**src/design/ict_pkg.sv**
```systemverilog
// Shared types, codes and field widths for the inode cache table.
package ict_pkg;

  localparam int NUM_W        = 16;
  localparam int SLOT_W       = 4;
  localparam int CNT_W        = 8;
  localparam int LINK_W       = 8;
  localparam int SECT_W       = 17;
  localparam int STAT_W       = 4;
  localparam int MODE_W       = 2;
  localparam int ZONE_W       = 16;
  localparam int RESULT_LIMIT = 16;
  localparam int SYNC_N_W     = 4;

  typedef enum logic [MODE_W-1:0] {
    MODE_GET  = 2'd0,
    MODE_PUT  = 2'd1,
    MODE_SYNC = 2'd2
  } mode_t;

  typedef enum logic [STAT_W-1:0] {
    ST_HIT     = 4'd0,
    ST_LOADED  = 4'd1,
    ST_FULL    = 4'd2,
    ST_STILL   = 4'd3,
    ST_RELEASE = 4'd4,
    ST_FREED   = 4'd5,
    ST_WBACK   = 4'd6,
    ST_PERR    = 4'd7,
    ST_SNONE   = 4'd8
  } status_t;

  // Kind of result the controller asks the datapath to build.
  typedef enum logic [2:0] {
    K_HIT  = 3'd0,
    K_MISS = 3'd1,
    K_PUT  = 3'd2,
    K_SYNC = 3'd3,
    K_NONE = 3'd4
  } kind_t;

  typedef struct packed {
    logic  capture;
    logic  rd;
    logic  hold;
    logic  emit;
    kind_t kind;
    logic  last;
  } cmd_t;

  typedef struct packed {
    logic any_used;
    logic pv;
    logic used_p;
    logic hit_p;
    logic last_p;
    logic idx_end;
    logic more_above;
    logic sync_cap;
    logic out_free;
  } sts_t;

endpackage

```
**src/design/ict_ram.sv**
```systemverilog
// Generic single-write, single-read RAM with registered read data.
module ict_ram #(
  parameter int WIDTH = 24,
  parameter int DEPTH = 16
) (
  input  logic                     clk,
  input  logic                     we,
  input  logic [$clog2(DEPTH)-1:0] waddr,
  input  logic [WIDTH-1:0]         wdata,
  input  logic                     re,
  input  logic [$clog2(DEPTH)-1:0] raddr,
  output logic [WIDTH-1:0]         rdata
);

  logic [WIDTH-1:0] mem_r [DEPTH];
  logic [WIDTH-1:0] rdata_r;

  always_ff @(posedge clk) begin
    if (we) begin
      mem_r[waddr] <= wdata;
    end
    if (re) begin
      rdata_r <= mem_r[raddr];
    end
  end

  assign rdata = rdata_r;

endmodule

```
**src/design/ict_ctrl.sv**
```systemverilog
// Controller state machine: sequences get, put and sync walks over the table.
module ict_ctrl (
  input  logic                          clk,
  input  logic                          rst_n,
  input  logic                          in_valid,
  input  logic [ict_pkg::MODE_W-1:0]    in_mode,
  output logic                          in_ready,
  input  ict_pkg::sts_t                 sts,
  output ict_pkg::cmd_t                 cmd
);
  import ict_pkg::*;

  typedef enum logic [4:0] {
    S_IDLE = 5'b00001,
    S_GET  = 5'b00010,
    S_PUT  = 5'b00100,
    S_SYNC = 5'b01000,
    S_NONE = 5'b10000
  } state_t;

  state_t state_r, state_nxt;
  logic   sync_done;

  assign sync_done = !sts.more_above || sts.sync_cap;

  always_comb begin
    cmd       = '0;
    cmd.kind  = K_NONE;
    state_nxt = state_r;
    in_ready  = 1'b0;
    unique case (state_r)
      S_IDLE: begin
        in_ready = 1'b1;
        if (in_valid) begin
          cmd.capture = 1'b1;
          priority if (in_mode == MODE_GET) begin
            cmd.rd    = 1'b1;
            state_nxt = S_GET;
          end else if (in_mode == MODE_PUT) begin
            cmd.rd    = 1'b1;
            state_nxt = S_PUT;
          end else if (in_mode == MODE_SYNC) begin
            if (sts.any_used) begin
              cmd.rd    = 1'b1;
              state_nxt = S_SYNC;
            end else begin
              state_nxt = S_NONE;
            end
          end else begin
            state_nxt = S_IDLE;
          end
        end
      end
      S_GET: begin
        if (sts.hit_p || sts.last_p) begin
          if (sts.out_free) begin
            cmd.emit  = 1'b1;
            cmd.kind  = sts.hit_p ? K_HIT : K_MISS;
            cmd.last  = 1'b1;
            state_nxt = S_IDLE;
          end else begin
            cmd.hold = 1'b1;
          end
        end else if (sts.pv && !sts.idx_end) begin
          cmd.rd = 1'b1;
        end else begin
          state_nxt = S_IDLE;
        end
      end
      S_PUT: begin
        if (sts.out_free) begin
          cmd.emit  = 1'b1;
          cmd.kind  = K_PUT;
          cmd.last  = 1'b1;
          state_nxt = S_IDLE;
        end else begin
          cmd.hold = 1'b1;
        end
      end
      S_SYNC: begin
        if (sts.used_p) begin
          if (sts.out_free) begin
            cmd.emit = 1'b1;
            cmd.kind = K_SYNC;
            cmd.last = sync_done;
            if (sync_done) begin
              state_nxt = S_IDLE;
            end else if (!sts.idx_end) begin
              cmd.rd = 1'b1;
            end
          end else begin
            cmd.hold = 1'b1;
          end
        end else if (sts.pv && !sts.idx_end) begin
          cmd.rd = 1'b1;
        end else begin
          state_nxt = S_IDLE;
        end
      end
      S_NONE: begin
        if (sts.out_free) begin
          cmd.emit  = 1'b1;
          cmd.kind  = K_NONE;
          cmd.last  = 1'b1;
          state_nxt = S_IDLE;
        end
      end
      default: begin
        state_nxt = S_IDLE;
      end
    endcase
  end

  always_ff @(posedge clk) begin
    if (!rst_n) begin
      state_r <= S_IDLE;
    end else begin
      state_r <= state_nxt;
    end
  end

  a_rd_in_range: assert property (@(posedge clk) disable iff (!rst_n)
    (cmd.rd && state_r != S_IDLE) |-> !sts.idx_end)
    else $error("table read issued past the last entry");

  a_last_to_idle: assert property (@(posedge clk) disable iff (!rst_n)
    (cmd.emit && cmd.last) |=> (state_r == S_IDLE))
    else $error("final result of a transaction did not return to idle");

  a_emit_free: assert property (@(posedge clk) disable iff (!rst_n)
    cmd.emit |-> sts.out_free)
    else $error("result emitted into an occupied output register");

endmodule

```
**src/design/ict_dp.sv**
```systemverilog
// Datapath: table RAM, in-use bits, walk counters, sector math and result register.
module ict_dp #(
  parameter int ENTRIES           = 16,
  parameter int INODES_PER_SECTOR = 8
) (
  input  logic                          clk,
  input  logic                          rst_n,
  input  ict_pkg::cmd_t                 cmd,
  output ict_pkg::sts_t                 sts,
  input  logic [ict_pkg::MODE_W-1:0]    in_mode,
  input  logic [ict_pkg::NUM_W-1:0]     in_inode_number,
  input  logic [ict_pkg::SLOT_W-1:0]    in_slot,
  input  logic [ict_pkg::LINK_W-1:0]    in_link_count,
  input  logic [ict_pkg::ZONE_W-1:0]    zone_start,
  input  logic                          out_ready,
  output logic                          out_valid,
  output logic [ict_pkg::STAT_W-1:0]    out_status,
  output logic [ict_pkg::SLOT_W-1:0]    out_slot_out,
  output logic [ict_pkg::NUM_W-1:0]     out_inode_out,
  output logic [ict_pkg::SECT_W-1:0]    out_load_sector,
  output logic [ict_pkg::CNT_W-1:0]     out_count_out,
  output logic                          out_last
);
  import ict_pkg::*;

  localparam int IW    = $clog2(ENTRIES);
  localparam int DIV   = (INODES_PER_SECTOR < 1) ? 1 : INODES_PER_SECTOR;
  localparam int LG    = $clog2(DIV);
  localparam int SH    = NUM_W + LG;
  localparam int RECIP = (1 << SH) / DIV + 1;
  localparam int RW    = NUM_W + 1;
  localparam int PW    = NUM_W + RW + LG;
  localparam int RAM_W = CNT_W + NUM_W;

  logic [NUM_W-1:0]    num_r;
  logic [SLOT_W-1:0]   slot_r;
  logic [LINK_W-1:0]   link_r;
  logic [IW:0]         idx_r;
  logic [IW-1:0]       pidx_r;
  logic                pv_r;
  logic [ENTRIES-1:0]  used_r;
  logic                free_found_r;
  logic [IW-1:0]       free_idx_r;
  logic [SYNC_N_W-1:0] sync_n_r;
  logic [NUM_W-1:0]    quot_r;

  logic                out_valid_r;
  logic [STAT_W-1:0]   out_status_r;
  logic [SLOT_W-1:0]   out_slot_r;
  logic [NUM_W-1:0]    out_inode_r;
  logic [SECT_W-1:0]   out_sector_r;
  logic [CNT_W-1:0]    out_count_r;
  logic                out_last_r;

  logic [IW+SLOT_W-1:0] slot_ext;
  logic [IW-1:0]        slot_addr;
  logic [IW-1:0]        rd_addr;
  logic [RAM_W-1:0]     ram_q;
  logic [CNT_W-1:0]     cnt_q;
  logic [NUM_W-1:0]     ent_q;
  logic                 used_raw;
  logic                 used_p;
  logic                 slot_oob;
  logic [ENTRIES-1:0]   above;
  logic                 free_any;
  logic [IW-1:0]        fidx;
  logic [SLOT_W+IW-1:0] pidx_ext;
  logic [SLOT_W+IW-1:0] fidx_ext;
  logic [CNT_W-1:0]     cnt_inc;
  logic [CNT_W-1:0]     cnt_dec;
  logic [PW-1:0]        prod;
  logic [SECT_W-1:0]    sector;
  logic                 out_free;

  logic                 we;
  logic [IW-1:0]        waddr;
  logic [RAM_W-1:0]     wdata;
  logic                 used_set;
  logic                 used_clr;
  status_t              res_status;
  logic [SLOT_W-1:0]    res_slot;
  logic [NUM_W-1:0]     res_inode;
  logic [SECT_W-1:0]    res_sector;
  logic [CNT_W-1:0]     res_count;

  assign slot_ext  = {{IW{1'b0}}, in_slot};
  assign slot_addr = slot_ext[IW-1:0];
  assign rd_addr   = cmd.capture ? ((in_mode == MODE_PUT) ? slot_addr : '0) : idx_r[IW-1:0];

  assign {cnt_q, ent_q} = ram_q;
  assign used_raw = used_r[pidx_r];
  assign used_p   = pv_r && used_raw;
  assign slot_oob = {{IW{1'b0}}, slot_r} >= (IW+SLOT_W)'(ENTRIES);

  always_comb begin
    for (int j = 0; j < ENTRIES; j++) begin
      above[j] = used_r[j] && ((IW+1)'(j) > {1'b0, pidx_r});
    end
  end

  // The slot under compare counts as free too when the walk reaches the end.
  assign free_any = free_found_r || !used_raw;
  assign fidx     = free_found_r ? free_idx_r : pidx_r;
  assign pidx_ext = {{SLOT_W{1'b0}}, pidx_r};
  assign fidx_ext = {{SLOT_W{1'b0}}, fidx};

  assign cnt_inc = (cnt_q == {CNT_W{1'b1}}) ? cnt_q : cnt_q + CNT_W'(1);
  assign cnt_dec = cnt_q - CNT_W'(1);

  // Divide by the sectors' inode count with a reciprocal multiply.
  assign prod   = PW'(num_r) * PW'(RECIP);
  assign sector = {1'b0, zone_start} + {1'b0, quot_r};

  assign out_free = !out_valid_r || out_ready;

  always_comb begin
    sts            = '0;
    sts.any_used   = |used_r;
    sts.pv         = pv_r;
    sts.used_p     = used_p;
    sts.hit_p      = used_p && (ent_q == num_r);
    sts.last_p     = pv_r && (pidx_r == IW'(ENTRIES - 1));
    sts.idx_end    = (idx_r == (IW+1)'(ENTRIES));
    sts.more_above = |above;
    sts.sync_cap   = (sync_n_r == SYNC_N_W'(RESULT_LIMIT - 1));
    sts.out_free   = out_free;
  end

  always_comb begin
    we         = 1'b0;
    waddr      = pidx_r;
    wdata      = '0;
    used_set   = 1'b0;
    used_clr   = 1'b0;
    res_status = ST_SNONE;
    res_slot   = '0;
    res_inode  = '0;
    res_sector = '0;
    res_count  = '0;
    if (cmd.emit) begin
      unique case (cmd.kind)
        K_HIT: begin
          res_status = ST_HIT;
          res_slot   = pidx_ext[SLOT_W-1:0];
          res_inode  = num_r;
          res_count  = cnt_inc;
          we         = 1'b1;
          wdata      = {cnt_inc, num_r};
        end
        K_MISS: begin
          if (free_any) begin
            res_status = ST_LOADED;
            res_slot   = fidx_ext[SLOT_W-1:0];
            res_inode  = num_r;
            res_sector = sector;
            res_count  = CNT_W'(1);
            we         = 1'b1;
            waddr      = fidx;
            wdata      = {CNT_W'(1), num_r};
            used_set   = 1'b1;
          end else begin
            res_status = ST_FULL;
          end
        end
        K_PUT: begin
          if (slot_oob) begin
            res_status = ST_PERR;
          end else if (!used_raw) begin
            res_status = ST_PERR;
            res_slot   = slot_r;
          end else if (cnt_q == CNT_W'(1)) begin
            res_status = (link_r == '0) ? ST_FREED : ST_RELEASE;
            res_slot   = slot_r;
            res_inode  = ent_q;
            used_clr   = 1'b1;
          end else begin
            res_status = ST_STILL;
            res_slot   = slot_r;
            res_inode  = ent_q;
            res_count  = cnt_dec;
            we         = 1'b1;
            wdata      = {cnt_dec, ent_q};
          end
        end
        K_SYNC: begin
          res_status = ST_WBACK;
          res_slot   = pidx_ext[SLOT_W-1:0];
          res_inode  = ent_q;
          res_count  = cnt_q;
        end
        K_NONE: begin
          res_status = ST_SNONE;
        end
        default: begin
          res_status = ST_SNONE;
        end
      endcase
    end
  end

  ict_ram #(
    .WIDTH (RAM_W),
    .DEPTH (ENTRIES)
  ) u_table (
    .clk   (clk),
    .we    (we),
    .waddr (waddr),
    .wdata (wdata),
    .re    (cmd.rd),
    .raddr (rd_addr),
    .rdata (ram_q)
  );

  always_ff @(posedge clk) begin
    if (!rst_n) begin
      pv_r         <= 1'b0;
      used_r       <= '0;
      free_found_r <= 1'b0;
      sync_n_r     <= '0;
      out_valid_r  <= 1'b0;
    end else begin
      if (cmd.rd) begin
        pv_r <= 1'b1;
      end else if (!cmd.hold) begin
        pv_r <= 1'b0;
      end
      if (used_set) begin
        used_r[fidx] <= 1'b1;
      end
      if (used_clr) begin
        used_r[pidx_r] <= 1'b0;
      end
      if (cmd.capture) begin
        free_found_r <= 1'b0;
      end else if (pv_r && !used_raw) begin
        free_found_r <= 1'b1;
      end
      if (cmd.capture) begin
        sync_n_r <= '0;
      end else if (cmd.emit && cmd.kind == K_SYNC) begin
        sync_n_r <= sync_n_r + SYNC_N_W'(1);
      end
      if (cmd.emit) begin
        out_valid_r <= 1'b1;
      end else if (out_ready) begin
        out_valid_r <= 1'b0;
      end
    end
  end

  always_ff @(posedge clk) begin
    quot_r <= prod[SH +: NUM_W];
    if (cmd.capture) begin
      num_r  <= in_inode_number;
      slot_r <= in_slot;
      link_r <= in_link_count;
      idx_r  <= (IW+1)'(1);
    end else if (cmd.rd) begin
      idx_r <= idx_r + (IW+1)'(1);
    end
    if (cmd.rd) begin
      pidx_r <= rd_addr;
    end
    if (pv_r && !used_raw && !free_found_r && !cmd.capture) begin
      free_idx_r <= pidx_r;
    end
    if (cmd.emit) begin
      out_status_r <= res_status;
      out_slot_r   <= res_slot;
      out_inode_r  <= res_inode;
      out_sector_r <= res_sector;
      out_count_r  <= res_count;
      out_last_r   <= cmd.last;
    end
  end

  assign out_valid       = out_valid_r;
  assign out_status      = out_status_r;
  assign out_slot_out    = out_slot_r;
  assign out_inode_out   = out_inode_r;
  assign out_load_sector = out_sector_r;
  assign out_count_out   = out_count_r;
  assign out_last        = out_last_r;

  a_load_marks_used: assert property (@(posedge clk) disable iff (!rst_n)
    (cmd.emit && cmd.kind == K_MISS && free_any) |=> used_r[$past(fidx)])
    else $error("loaded slot not marked in use");

  a_perr_zero: assert property (@(posedge clk) disable iff (!rst_n)
    (out_valid_r && out_status_r == ST_PERR) |-> (out_count_r == '0 && out_inode_r == '0))
    else $error("put error carries a nonzero inode or count");

  a_release_clears: assert property (@(posedge clk) disable iff (!rst_n)
    used_clr |=> !used_r[$past(pidx_r)])
    else $error("released slot still marked in use");

endmodule

```
**src/design/inode_cache_table_unit.sv**
```systemverilog
// Top level of the inode cache table: configuration register, controller and datapath.
//
//  Channel  Direction  Handshake              Payload
//  in_      input      in_valid / in_ready    mode, inode_number, slot, link_count
//  out_     output     out_valid / out_ready  status, slot_out, inode_out, load_sector,
//                                             count_out, last
//  APB      config     psel/penable/pwrite    zone_start_sector at byte address 0
//
//  Get: after capture, one table entry is compared per cycle, up to ENTRIES
//  entries; the walk stops early on a hit. Put: one read of the named slot. Sync:
//  after capture, one entry per cycle up to the highest slot in use (at most ENTRIES),
//  while the output register is free; a none result when nothing is referenced.
//  A result that waits on out_ready holds the walk. The table RAM is single-read.
//  Reset is synchronous and clears the in-use bits at once; no clearing pass runs.
//  A full output register holds the walk at the entry that must report; the next
//  transaction is taken once the controller is back in idle, even while the last
//  result still waits.
module inode_cache_table_unit #(
  parameter int ENTRIES           = 16,
  parameter int INODES_PER_SECTOR = 8
) (
  input  logic                          clk,
  input  logic                          rst_n,
  // input transaction
  input  logic                          in_valid,
  output logic                          in_ready,
  input  logic [ict_pkg::MODE_W-1:0]    in_mode,
  input  logic [ict_pkg::NUM_W-1:0]     in_inode_number,
  input  logic [ict_pkg::SLOT_W-1:0]    in_slot,
  input  logic [ict_pkg::LINK_W-1:0]    in_link_count,
  // result transaction
  output logic                          out_valid,
  input  logic                          out_ready,
  output logic [ict_pkg::STAT_W-1:0]    out_status,
  output logic [ict_pkg::SLOT_W-1:0]    out_slot_out,
  output logic [ict_pkg::NUM_W-1:0]     out_inode_out,
  output logic [ict_pkg::SECT_W-1:0]    out_load_sector,
  output logic [ict_pkg::CNT_W-1:0]     out_count_out,
  output logic                          out_last,
  // configuration
  input  logic                          psel,
  input  logic                          penable,
  input  logic                          pwrite,
  input  logic [2:0]                    paddr,
  input  logic [31:0]                   pwdata,
  output logic [31:0]                   prdata,
  output logic                          pready
);
  import ict_pkg::*;

  logic [ZONE_W-1:0] zone_r;
  logic              cfg_wr;
  logic              zone_sel;
  cmd_t              cmd;
  sts_t              sts;

  // Register 0 sits at byte 0; byte 4 is outside the map and ignored.
  assign zone_sel = (paddr[2] == 1'b0);
  assign cfg_wr   = psel && penable && pwrite && pready;
  assign pready   = 1'b1;
  assign prdata   = zone_sel ? {{(32-ZONE_W){1'b0}}, zone_r} : '0;

  always_ff @(posedge clk) begin
    if (!rst_n) begin
      zone_r <= '0;
    end else if (cfg_wr && zone_sel) begin
      zone_r <= pwdata[ZONE_W-1:0];
    end
  end

  // Controller: decides when to read, compare, stall and emit.
  ict_ctrl u_ctrl (
    .clk      (clk),
    .rst_n    (rst_n),
    .in_valid (in_valid),
    .in_mode  (in_mode),
    .in_ready (in_ready),
    .sts      (sts),
    .cmd      (cmd)
  );

  // Datapath: holds the table and builds every result.
  ict_dp #(
    .ENTRIES           (ENTRIES),
    .INODES_PER_SECTOR (INODES_PER_SECTOR)
  ) u_dp (
    .clk             (clk),
    .rst_n           (rst_n),
    .cmd             (cmd),
    .sts             (sts),
    .in_mode         (in_mode),
    .in_inode_number (in_inode_number),
    .in_slot         (in_slot),
    .in_link_count   (in_link_count),
    .zone_start      (zone_r),
    .out_ready       (out_ready),
    .out_valid       (out_valid),
    .out_status      (out_status),
    .out_slot_out    (out_slot_out),
    .out_inode_out   (out_inode_out),
    .out_load_sector (out_load_sector),
    .out_count_out   (out_count_out),
    .out_last        (out_last)
  );

endmodule

```
**config.mk**
```make
export PLATFORM = sky130hd
export DESIGN_NAME = inode_cache_table_unit
export DESIGN_NICKNAME = d
export VERILOG_FILES = /design/src/design/ict_pkg.sv /design/src/design/ict_ram.sv /design/src/design/ict_ctrl.sv /design/src/design/ict_dp.sv /design/src/design/inode_cache_table_unit.sv
export SDC_FILE = /design/constraint.sdc
export NUM_CORES = 1
export LEC_CHECK = 0
export ABC_AREA = 0
export ABC_CLOCK_PERIOD_IN_PS = 6000
export CAP_MARGIN = 10
export CORE_MARGIN = 4
export CORE_UTILIZATION = 54
export CTS_CLUSTER_SIZE = 16
export DETAILED_ROUTE_END_ITERATION = 8
export DONT_BUFFER_PORTS = 1
export PLACE_DENSITY_LB_ADDON = 0.12
export SLEW_MARGIN = 20
export SYNTH_ARGS = -nofsm -noshare
export SYNTH_HDL_FRONTEND = slang
export SYNTH_SLANG_ARGS = --single-unit
```
**constraint.sdc**
```tcl
create_clock -name clk -period 6 [get_ports clk]
set_input_delay 0.3 -clock clk [delete_from_list [all_inputs] [get_ports clk]]
set_output_delay 0.3 -clock clk [all_outputs]
set_load 0.005 [all_outputs]
```
Yosys cells after proc, flatten, opt, wreduce, memory -nomap -nowiden --
Memories as Yosys holds them, arrays and structs flattened. A register that Yosys moved wholly into a read port is not among the register bits. Cells that the tools add are included. Widths: inputs -> output; s select.
Storage, ports and cells: bits in registers 149, bits in writable memories 384, output and inout bits 85, memories 1
Cells by class: add/subtract/negate cells 5, $mul 1, magnitude comparators 19, equal/unequal tests 20, mux-type cells 89, bitwise logic cells 5, reduce and logical (&&, ||, !) cells 49
Memories:
- u_dp.u_table.mem_r | words 16, width 24, read ports 1, clocked after Yosys merged registers in 1, wr ports 1, line ict_ram.sv:15 | logic [WIDTH-1:0] mem_r [DEPTH];
Operators with widths (count):
- $mux 16 | 6
- $mux 5 | 15
- $mux 24 | 3
- $pmux 24 s3 | 1
- $pmux 16 s4 | 1
- $pmux 5 s4 | 2
- $mux 4 | 9
- $mux 1 | 35
- $mul 16x17->33 const B | 1
- $gt 4x4->1 const A | 8
- $pmux 8 s4 | 1
- $logic_and 1x1->1 | 28
- $mux 8 | 3
- $add 16x14->17 | 1
- $mux 17 | 1
- $and 16x16->16 | 1
- $eq 16x16->1 | 1
- $gt 3x4->1 const A | 4
- $not 16->16 | 1
- $or 16x16->16 | 1
- $pmux 4 s4 | 1
- $reduce_or 16->1 | 1
- $reduce_or 15->1 | 1
- $mux 6 | 2
- other kinds (37) | 60

Longest topological paths before layout --
depth after elaboration 15, mapped depth 12, gate-level depth less buffers 11

Hierarchy --
A second synthesis with hierarchy kept.
Second synthesis, totals: cells, all modules 1462, area, all modules 23404.9 um2
Modules (own cells, without submodules):
- ict_ram | times used 1, cells an instance 636, area each 15170.8 um2
- ict_dp | times used 1, cells an instance 639, area each 6742.7 um2
- inode_cache_table_unit | times used 1, cells an instance 106, area each 907.1 um2
- ict_ctrl | times used 1, cells an instance 81, area each 584.3 um2

Worst setup path before layout --
Ideal clock, no wire load.
path type reg-to-reg, start point register u_dp.pidx_r[0], end point memory u_dp.u_table.mem_r[2][0] (enable), setup time 0.405 ns, arrival 3.549 ns, setup slack 2.046 ns, stages on the path, launching flop included 10, path buffers 2, period minus slack after synthesis 3.954 ns, cell sequence edfxtp_1 -> buf_6 -> mux4_2 -> mux4_2 -> o21ai_1 -> nand3_1 -> nor2b_1 -> clkbuf_1 -> a21oi_1 -> nor2_1
Between the ends: word-level cells in the longest chain between the ends 13
Ends and longest elaborated chain:
- start, declared | line ict_dp.sv:39 | logic [IW-1:0] pidx_r;
- start signal, assigned | line ict_dp.sv:262 | pidx_r <= rd_addr;
- $bmux 1 s4 | line ict_dp.sv:91 | assign used_raw = used_r[pidx_r];
- $mux 1 (not written as such) | line ict_dp.sv:91
- $logic_and 1x1->1 | line ict_dp.sv:92 | assign used_p = pv_r && used_raw;
- $logic_and 1x1->1 | line ict_dp.sv:121 | sts.hit_p = used_p && (ent_q == num_r);
- $mux 1 | line ict_ctrl.sv:58 | cmd.kind = sts.hit_p ? K_HIT : K_MISS;
- $mux 5 | line ict_ctrl.sv:56 | if (sts.out_free) begin
- $mux 6 | line ict_ctrl.sv:55 | if (sts.hit_p || sts.last_p) begin
- $pmux 5 s4 | line ict_ctrl.sv:31 | unique case (state_r)
- $eq 3x2->1, or another cell as far along | line ict_dp.sv:141 | unique case (cmd.kind)
- $pmux 1 s3 | line ict_dp.sv:141
- $mux 1 | line ict_dp.sv:140 | if (cmd.emit) begin
- $mux 1 | line ict_ram.sv:19 | if (we) begin
- $mux 1 (not written as such) | line ict_ram.sv:20 | mem_r[waddr] <= wdata;
- end, declared | line ict_ram.sv:15
Several ways; a longest one is shown, not always the timed one. The select of a mux whose other input is x is not followed.

Final worst setup path --
start point register u_dp.pidx_r[0], end point memory u_dp.u_table.mem_r[2][4] (enable)
The elaborated chain is that of the path after synthesis.

==> results.json <==
{
  "status": "finished, final reports clean",
  "insertion_delay_ns": 0.61,
  "finalCritPeriodShare_pct": 78.5,
  "final.setup.tns_ns": 0,
  "skew_ns": 0.0242,
  "final_antenna_net_count": 0,
  "start_util_pct": 54.6,
  "endpoint_kind": "flip-flop",
  "vdd_drop_max_v": 0.000187,
  "die_x_um": 216,
  "yosysSeqAreaShare_pct": 68.5,
  "synth-simple-area-share_pct": 9.31,
  "whs_ns": 0.0909,
  "synth_top_cell_area_share_pct": 63.2,
  "nFillCells": 3223,
  "grt_max_degree": 122,
  "ff_latch_area_um2": 16100,
  "maxCapViolations": 0,
  "ys_ff_latch": 556,
  "drive_gt1_share_pct": 10.4,
  "muxShareOfSynthArea_pct": 7.69,
  "async_flop_share_pct": 0,
  "synth_edf_count": 494,
  "cts_tree": "done",
  "cts_resized": 0,
  "h-tree-depth": 2,
  "relSlewSlack_pct": 31.1,
  "routabilityCongestion": 0.886,
  "hold_viol_final": 0,
  "required_ns": 6.26,
  "cts-root-buf": "clkbuf_16",
  "grt_pass1_vias": 13500,
  "finalWirelength_mm": 54.6,
  "syn_area_um2": 23500,
  "syn_inst": 1663,
  "synth_top_family_by_area": "compound AO/OA/AOI/OAI gates",
  "wl_per_cell_um": 23.4,
  "min_path_type": "in2reg",
  "slowest_delay_ns": 0.79,
  "synthXorXnorAreaFrac_pct": 1.23,
  "die_height_um": 216,
  "period_minus_slack_ns": 4.71,
  "syn_to_final_growth_pct": 12.4,
  "setup_viol": 0,
  "maxSlewViolCount": 0,
  "vias_per_cell": 6.03,
  "critPathArrivalTime_ns": 4.97,
  "grt_first_pass_wirelength_mm": 81.8,
  "place.port_buffers": 0,
  "num_antenna_cells": 0,
  "rsz0062_at_grt": "no",
  "clkTransAtPathRegs_ns": 0.07,
  "place_inst": 2189,
  "synth_top_area_cell": "edfxtp_1",
  "ioPinCount": 157,
  "synth_compound_area_share_pct": 9.58,
  "drc_errors": 0,
  "grt_antenna_before_repair": 0,
  "grtUsageTotal_pct": 22.9,
  "ys_warn_count": 0,
  "synth_area_leaders": "edfxtp_1, dfxtp_1, mux2i_1",
  "nNetsFinal": 1800,
  "hpwl_mm": 31.4,
  "worstMarginPinSlew_ns": 1.03,
  "synthAdderAreaFrac_pct": 1.10,
  "ctsLongestPathBuffers": 3,
  "multi_input_area_um2": 7010,
  "startpoint_type": "flip-flop",
  "stdcell_count": 2335,
  "rows": 76,
  "dr.first_iter.drc_count": 1398,
  "cts_inserted_buffers": 54,
  "max_freq_mhz": 212,
  "cellLeakagePower_nw": 8.25,
  "path_class": "reg2reg",
  "drtPass1Iterations": 5,
  "dieArea_um2": 46900,
  "via_count": 14100,
  "synth_top_flop_cell": "edfxtp_1",
  "cp_max_fo": 18,
  "core-area_um2": 43000,
  "ys_types": 67,
  "p_per_area_nw_per_um2": 326,
  "path_cells": "mux4_2 -> mux4_2 -> o21ai_1 -> nand3_1 -> nor2b_1 -> a21oi_1 -> nor2_4 -> buf_4",
  "avgSynthCellArea_um2": 14.1,
  "cpMostUsedCell": "mux4_2",
  "grt-ovfl-total": 0,
  "finalCoreUtilization_pct": 61.4,
  "slowest_stage": "edfxtp_1",
  "clock_sinks": 556
}
## area by class of cell
type                            count  area share, %
Tap cell                          585           2.77
Clock buffer                       70           5.51
Inverter                           21          0.299
Clock inverter                     28          0.958
Sequential cell                   556           60.9
Timing Repair Buffer               86           2.95
Multi-Input combinational cell    989           26.6
## Yosys cell counts, types with 18 or more instances
cell type / instances
a211oi_1: 52
a21oi_1: 73
a22o_1: 33
a311oi_1: 49
a31oi_1: 18
buf_2: 19
clkbuf_1: 70
dfxtp_1: 62
edfxtp_1: 494
ha_1: 19
inv_1: 21
mux2i_1: 106
mux4_2: 29
nand2_1: 172
nand3_1: 23
nor2_1: 90
nor2b_1: 73
nor3_1: 40
o21ai_0: 29
xnor2_1: 27
## sequential cells by signal, indices dropped and copies added, names as in the netlist, 4 cells and up
name                  flops
u_dp.link_r               8
u_dp.pidx_r               4
zone_r                   16
u_dp.out_load_sector     17
u_dp.out_status           4
u_dp.idx_r                5
u_dp.free_idx_r           4
u_dp.sync_n_r             4
u_dp.quot_r              13
u_dp.u_table.rdata       24
u_dp.num_r               16
u_dp.u_table.mem_r      384
u_dp.used_r              16
u_dp.out_slot_out         4
u_dp.slot_r               4
u_ctrl.state_r            5
u_dp.out_count_out        8
u_dp.out_inode_out       16
## report_power, final
part	switching, mW	internal (mW)
Combinational	0.612	0.367
Sequential	0.0762	4.26
Clock	1.40	1.88
## critical path: cells and delay by family, from the launching register on
kind	cells	cell delay (ns)
and+or+nand+nor	3	1.33
muxes	2	1.23
DFF	1	0.79
AOI/OAI and AO/OA	2	0.59
buffers and inverters	1	0.41
## routing by layer
| metal | track usage, % | share of wire (%) |
|---|---|---|
| met5 | 0 | 0 |
| met4 | 6.12 | 1.9 |
| met3 | 3.60 | 7.4 |
| met2 | 36.8 | 47 |
| met1 | 33.1 | 44 |
## metrics by stage
stage	setup slack [ns]	total power [mW]	area [µm²]
after detailed placement	1.29	5.37	24200
final	1.29	8.59	26400
after floorplan	2.05	5.14	23500
after CTS	1.26	8.65	26400
after global routing	0.972	8.94	26400
after global placement	1.41	5.35	24200
## worst paths after layout
path                       start                  endpoint  slack, ns  cells after the start
hold reg to reg    u_dp.num_r[3]            u_dp.quot_r[0]       0.47                      0
hold / removal        in_mode[0]         u_ctrl.state_r[2]       0.09                      3
setup / recovery  u_dp.pidx_r[0]  u_dp.u_table.mem_r[2][4]       1.29                      8
setup reg to reg  u_dp.pidx_r[0]  u_dp.u_table.mem_r[2][4]       1.29                      8
## cells in the final DEF (no fill, tap or decap), drive strengths merged, types with 7 or more instances in the layout
cell	n
edfxtp	494
nand2	172
mux2i	106
nor2	90
nor2b	73
a21oi	73
clkbuf	70
dfxtp	62
a211oi	52
a311oi	49
dlygate4sd3	48
nor3	40
buf	38
a22o	33
o21ai	32
mux4	29
xnor2	27
nand3	23
clkinv	23
inv	22
ha	19
a31oi	18
conb	17
nand4	12
a21o	12
nand2b	8
mux2	8
and3	7
## logic make-up (layout without fill, tap and decap cells)
group | after synthesis | count (layout)
AOI/OAI and AO/OA | 315 | 315
DFF | 556 | 556
other | 2 | 17
and+or+nand+nor | 461 | 461
xor gates and xnor gates | 33 | 33
muxes | 143 | 143
adders and majority gates | 20 | 20
buffers and inverters | 133 | 205
## timing repair
action | in CTS | in global routing
hold buffers | 48 | 0
setup buffers | 0 | 0
endpoints found under the hold margin | 69 | 0
No activity file was read; power rests on OpenSTA's default activity.
